File: src/rtl/flsr_pkg.sv
// ----------------------------------------------------------------------------
// flsr_pkg
// Shared types, constants and step functions for the filtered LFSR word
// step and rollback pipeline.
// ----------------------------------------------------------------------------
`default_nettype none

package flsr_pkg;

  // feedback taps and filter truth tables
  localparam logic [23:0] TAPS_ODD  = 24'h29CE5C;
  localparam logic [23:0] TAPS_EVEN = 24'h870804;
  localparam logic [15:0] TAB_A     = 16'h9E98;
  localparam logic [15:0] TAB_C     = 16'hB48E;
  localparam logic [31:0] TAB_E     = 32'hEC57E80A;

  // pipeline shape: eight stages of four steps each
  localparam int unsigned STEPS_PER_STAGE = 4;
  localparam int unsigned NUM_STAGES      = 8;

  // direction codes
  localparam logic KIND_FORWARD  = 1'b0;
  localparam logic KIND_ROLLBACK = 1'b1;

  typedef struct packed {
    logic        kind;
    logic [23:0] odd_state;
    logic [23:0] even_state;
    logic [31:0] in_word;
    logic        encrypted;
  } flsr_item_t;

  typedef struct packed {
    logic [23:0] odd_out;
    logic [23:0] even_out;
    logic [31:0] keystream;
  } flsr_result_t;

  // transaction as it travels down the pipeline: word is consumed from
  // bit 0, keystream fills from bit 31 downwards
  typedef struct packed {
    logic        kind;
    logic        encrypted;
    logic [23:0] odd_half;
    logic [23:0] even_half;
    logic [31:0] word;
    logic [31:0] ks;
  } flsr_stage_t;

  typedef struct packed {
    logic [23:0] odd_half;
    logic [23:0] even_half;
    logic        ks_bit;
  } flsr_step_t;

  // nonlinear filter over seventeen bits of the odd half
  function automatic logic filt(input logic [23:0] o);
    logic       a;
    logic       b;
    logic       c;
    logic       d;
    logic [4:0] idx;
    a   = TAB_A[{o[6], o[4], o[2], o[0]}];
    b   = TAB_A[{o[14], o[12], o[10], o[8]}];
    c   = TAB_C[{o[22], o[20], o[18], o[16]}];
    d   = TAB_C[{o[7], o[5], o[3], o[1]}];
    idx = {o[17], d, c, b, a};
    return TAB_E[idx];
  endfunction

  // one clocking of the register, forward or undone
  function automatic flsr_step_t lfsr_step(input logic        kind,
                                           input logic        enc,
                                           input logic [23:0] odd_half,
                                           input logic [23:0] even_half,
                                           input logic        in_bit);
    flsr_step_t  r;
    logic        o;
    logic        feed;
    logic        fb;
    logic [22:0] lo;
    if (kind == KIND_ROLLBACK) begin
      lo   = odd_half[23:1];
      o    = filt(even_half);
      feed = in_bit ^ (enc & o);
      fb   = odd_half[0] ^ (^({1'b0, lo} & TAPS_EVEN)) ^ (^(even_half & TAPS_ODD)) ^ feed;
      r.odd_half  = even_half;
      r.even_half = {fb, lo};
    end else begin
      lo   = even_half[22:0];
      o    = filt(odd_half);
      feed = in_bit ^ (enc & o);
      fb   = (^(even_half & TAPS_EVEN)) ^ (^(odd_half & TAPS_ODD)) ^ feed;
      r.odd_half  = {lo, fb};
      r.even_half = odd_half;
    end
    r.ks_bit = o;
    return r;
  endfunction

  // bit reversal of a word, pure wiring
  function automatic logic [31:0] rev32(input logic [31:0] v);
    logic [31:0] r;
    for (int i = 0; i < 32; i++) begin
      r[i] = v[31-i];
    end
    return r;
  endfunction

endpackage

`default_nettype wire

File: src/rtl/flsr_stage.sv
// ----------------------------------------------------------------------------
// flsr_stage
// One pipeline stage: four LFSR steps and a register with valid and ready.
// ----------------------------------------------------------------------------
`default_nettype none

module flsr_stage (
  input  wire                   clk,
  input  wire                   rst,
  input  wire                   in_valid,
  input  flsr_pkg::flsr_stage_t in_data,
  output logic                  in_ready,
  output logic                  out_valid,
  output flsr_pkg::flsr_stage_t out_data,
  input  wire                   out_ready
);

  logic                  valid;
  flsr_pkg::flsr_stage_t data;
  flsr_pkg::flsr_stage_t data_next;

  // four dependent steps, each eats the low word bit
  always_comb begin
    flsr_pkg::flsr_step_t s;
    data_next = in_data;
    for (int j = 0; j < flsr_pkg::STEPS_PER_STAGE; j++) begin
      s = flsr_pkg::lfsr_step(data_next.kind, data_next.encrypted,
                              data_next.odd_half, data_next.even_half,
                              data_next.word[0]);
      data_next.odd_half  = s.odd_half;
      data_next.even_half = s.even_half;
      data_next.word      = {1'b0, data_next.word[31:1]};
      data_next.ks        = {s.ks_bit, data_next.ks[31:1]};
    end
  end

  // stage loads when empty or when its contents move on
  assign in_ready = !valid || out_ready;

  always_ff @(posedge clk) begin
    if (rst) begin
      valid <= 1'b0;
    end else if (in_ready) begin
      valid <= in_valid;
    end
  end

  always_ff @(posedge clk) begin
    if (in_ready && in_valid) begin
      data <= data_next;
    end
  end

  assign out_valid = valid;
  assign out_data  = data;

endmodule

`default_nettype wire

File: src/rtl/filtered_lfsr_word_step_and_rollback_core.sv
// Eight stages of four LFSR steps; a result is valid once it has left the last one.
// Throughput: one transaction per cycle while result_stall is low.
// Each stage register loads when empty or when it drains, so bubbles close
// up and the input is stalled only when all eight stages hold results.
// Reset (rst, synchronous) clears the stage valid bits only.
// ----------------------------------------------------------------------------
// filtered_lfsr_word_step_and_rollback_core
// 32-step forward or rollback of a filtered 48-bit LFSR with keystream out.
// ----------------------------------------------------------------------------
`default_nettype none

module filtered_lfsr_word_step_and_rollback_core (
  input  wire                    clk,
  input  wire                    rst,
  input  wire                    item_valid,
  output logic                   item_stall,
  input  flsr_pkg::flsr_item_t   item,
  output logic                   result_valid,
  input  wire                    result_stall,
  output flsr_pkg::flsr_result_t result
);

  localparam int unsigned N = flsr_pkg::NUM_STAGES;

  logic                  valid_c [N+1];
  logic                  ready_c [N+1];
  flsr_pkg::flsr_stage_t data_c  [N+1];

  // entry: rollback consumes the word from the top, so reverse it
  always_comb begin
    data_c[0].kind      = item.kind;
    data_c[0].encrypted = item.encrypted;
    data_c[0].odd_half  = item.odd_state;
    data_c[0].even_half = item.even_state;
    data_c[0].word      = (item.kind == flsr_pkg::KIND_ROLLBACK) ?
                          flsr_pkg::rev32(item.in_word) : item.in_word;
    data_c[0].ks        = '0;
  end
  assign valid_c[0] = item_valid;
  assign item_stall = !ready_c[0];

  // stage chain
  for (genvar k = 0; k < N; k++) begin : g_stage
    flsr_stage u_stage (
      .clk       (clk),
      .rst       (rst),
      .in_valid  (valid_c[k]),
      .in_data   (data_c[k]),
      .in_ready  (ready_c[k]),
      .out_valid (valid_c[k+1]),
      .out_data  (data_c[k+1]),
      .out_ready (ready_c[k+1])
    );
  end

  // output side: keystream back into step order for rollback
  assign ready_c[N]       = !result_stall;
  assign result_valid     = valid_c[N];
  assign result.odd_out   = data_c[N].odd_half;
  assign result.even_out  = data_c[N].even_half;
  assign result.keystream = (data_c[N].kind == flsr_pkg::KIND_ROLLBACK) ?
                            flsr_pkg::rev32(data_c[N].ks) : data_c[N].ks;

endmodule

`default_nettype wire

File: config.mk
export PLATFORM = sky130hd
export DESIGN_NAME = filtered_lfsr_word_step_and_rollback_core
export DESIGN_NICKNAME = d
export VERILOG_FILES = /design/src/rtl/flsr_pkg.sv /design/src/rtl/flsr_stage.sv /design/src/rtl/filtered_lfsr_word_step_and_rollback_core.sv
export SDC_FILE = /design/constraint.sdc
export NUM_CORES = 2
export LEC_CHECK = 0
export BUFFER_PORTS_ARGS = -buffer_cell sky130_fd_sc_hd__buf_2
export CORE_UTILIZATION = 49
export DETAILED_ROUTE_END_ITERATION = 8
export GPL_TIMING_DRIVEN = 0
export PLACE_DENSITY = 0.65
export REMOVE_ABC_BUFFERS = 1
export SLEW_MARGIN = 30
export SYNTH_ARGS = -nofsm -noshare
export SYNTH_HDL_FRONTEND = slang
export SYNTH_SLANG_ARGS = --single-unit
File: constraint.sdc
create_clock -name clk -period 14.1 [get_ports clk]
set_clock_uncertainty 0.05 [all_clocks]
set_input_delay 1.41 -clock clk [delete_from_list [all_inputs] [get_ports clk]]
set_output_delay 1.41 -clock clk [all_outputs]
set_load 0.01 [all_outputs]
==> results.yml <==
outcome:
  status: "completed"
power_and_ir_drop:
  powerDensity_nw_per_um2: 96.3
  p_sw_frac: 0.320
  switchingPower_mw: 2.12
  p_int_mw: 4.50
  p_leak_nw: 28.4
  p_comb_frac: 0.288
  clkPwrFrac: 0.321
  peakVddDrop_mv: 0.101
  pwr-share-seq: 0.391
sta:
  rsz0062_at_grt: "no"
  max_freq_mhz: 102
  hold_violations: 0
  setup_tns_ns: 0
  setup_ws_ns: 4.29
  timing.final.crit_share: 0.696
  slew_viol_final: 0
  slew_headroom: 0.321
  worstMarginPinSlew_ns: 1.01
  finalSetupViolCount: 0
  min_period_ns: 9.81
worst_hold_path:
  holdPathEnd: "g_stage[4].u_stage.out_data[20]$_DFFE_PP_"
  min_path_cells: 0
  hp-class: "reg -> reg"
  worstHoldStart: "g_stage[3].u_stage.out_data[24]$_DFFE_PP_"
critical_path:
  critical_path_peak_fanout: 10
  cp_num_buf_inv: 4
  crit_type: "in -> reg"
  r2r_setup_slack_ns: 4.67
  crit_path_top_delay_cell: "a2111oi_0"
  required_ns: 14.65
  startpoint_type: "input port"
  cpLargestDelayFamily: "compound AO/OA/AOI/OAI gates"
  rr_worst_depth: 39
  arrival_ns: 10.36
  reg2reg_from: "g_stage[3].u_stage.out_data[82]$_DFFE_PP_"
  endpoint_kind: "register"
  cp_common_cell: "nor2_1"
  cpPeakStageDelay_ns: 0.55
logic_synthesis:
  synth.top_cell.area_share: 0.306
  ys_ff_latch: 719
  synthCells: 7421
  synth_ff_type: "edfxtp_1"
  synth_edf_count: 655
  yosysSeqAreaShare: 0.326
  synth_area_leader_cell: "edfxtp_1"
  synth_area_um2: 64300
  ys_async_sr_fraction: 0
  synth.area.top_cells: "edfxtp_1, xnor2_1, nand2_1, ha_1, a21oi_1"
  syn_avg_cell_area_um2: 8.67
  synth_warnings: 0
  synthDistinctLibCells: 94
clocking:
  cts_root_buf: "clkbuf_16"
  path_clk_slew_ns: 0.06
  cts_buffers: 82
  ctsHtreeMaxLevel: 3
  postCtsHoldBufs: 0
  clock_latency_ns: 0.69
  cts_max_path_buffers: 3
  cts_resized: 0
  postCtsSetupBuffers: 0
  tritoncts: "done"
  clock_sinks: 719
drt:
  routed_wl_um: 182000
  routed_via_density: 5.81
  drc_errors: 0
  first_pass_iters: 8
  ant_nets: 0
  wire_per_inst_um: 20.4
  num_vias: 51973
  first_iter_violations: 5013
cells_and_area:
  drive_gt1_frac: 0.0871
  area_delta_synth_final_pct: 6.82
  layout_common_cells: "nand2_1, xnor2_1, edfxtp_1, a21oi_1, inv_1"
  layout.nets: 7518
  layout_commonest_cell: "nand2_1"
run:
  cap_viol_max_count: 0
floorplanning:
  die-area_um2: 133000
  num_rows: 132
  num_io_pins: 168
  die_h_um: 364
  start_util: 0.496
  die_x_um: 364
  placeableCoreArea_um2: 130000
global_routing:
  grt_pass1_wl_um: 278000
  grt_max_degree: 127
  grt_use_total: 0.268
  antenna_found_initial: 8
  first_global_vias: 47744
  grt.overflow.total: 0
place:
  port_buffers: 167
  dpl.hpwl_um: 138000
  globalplace.congestion: 0.946
  dp_slack_ns: 3.83
==> stage by stage <==
stage / instance area, um2 / power, mW / utilization / hold slack, ns / instances
after floorplan: 61700 / 3.98 / - / 0.350 / 6816
after global placement: 64700 / 4.44 / 0.499 / 0.351 / 8725
after detailed placement: 66100 / 4.49 / 0.509 / 0.355 / 8802
after CTS: 68700 / 6.64 / 0.529 / 0.346 / 8951
after global routing: 68700 / 6.91 / 0.529 / 0.342 / 8951
final: 68700 / 6.62 / 0.529 / 0.349 / 8953
==> cell type report <==
cell class,instances,area [um2]
diodes,2,5.00
clock buffers,98,2140
clock inverters,51,520
fillers,11920,61100
inverters,488,1880
multi-input cells,5609,39000
flip-flops and latches,719,21000
well taps,1742,2180
repair buffers,244,2090
==> state kept, by name (all words and copies together), names as in the netlist, named ones only <==
name	cells
g_stage.u_stage.out_data	655
g_stage.u_stage.out_valid	8
==> Yosys cell counts, drive strengths merged (30+ instances only) <==
cell	number
ha	288
o21ai	283
buf	256
nand3	67
a21o	73
xnor3	47
mux2i	319
o211ai	39
edfxtp	655
a21boi	81
nor3	79
xnor2	827
nor2	455
inv	485
xor2	249
nor3b	38
and2	63
nand3b	34
clkbuf	349
dfxtp	64
mux2	189
nand2b	125
a31oi	64
nand2	993
o31ai	30
a211oi	68
a21oi	654
nor2b	169
==> power by group through the flow <==
| stage | clock [mW] | combinational, mW | sequential, mW |
|---|---|---|---|
| floorplan | 0 | 1.42 | 2.56 |
| global placement | 0 | 1.80 | 2.64 |
| detailed placement | 0 | 1.87 | 2.62 |
| CTS | 2.17 | 1.88 | 2.58 |
| global route | 2.24 | 2.07 | 2.59 |
| finish | 2.13 | 1.91 | 2.58 |
==> how the worst max path moves through the flow <==
stage | startpoint | endpoint | depth (start not counted)
after floorplan | g_stage[4].u_stage.out_data[113]$_DFFE_PP_ | register | 37
after global placement | g_stage[2].u_stage.out_data[113]$_DFFE_PP_ | register | 33
after detailed placement | item[59] | register | 42
after CTS | item[59] | register | 42
after global routing | item[59] | register | 44
final | item[59] | register | 44
==> cell families after synthesis <==
| family | synth area share |
|---|---|
| buffers and inverters | 0.0693 |
| adder cells (fa/ha/maj) | 0.0560 |
| XOR/XNOR | 0.165 |
| AND/OR/NAND/NOR | 0.149 |
| AO/OA/AOI/OAI | 0.151 |
| multiplexers | 0.0841 |
| flip-flops | 0.326 |
==> worst reg2reg max path, delay by kind of cell (launching register included) <==
kind            cells  cell delay [ns]
compound gates     14             3.76
xor+xnor            7             2.37
fa+ha+maj           4             0.71
buf+inv             3             0.26
flops               1             0.57
mux                 3             0.51
simple gates        8             1.14
==> layer usage <==
metal / routed length [um] / global-route usage
met1: 80100 / 0.373
met2: 83300 / 0.432
met3: 13800 / 0.0369
met4: 5010 / 0.0764
met5: 43 / 0
Power figures use the tool's default switching activity.
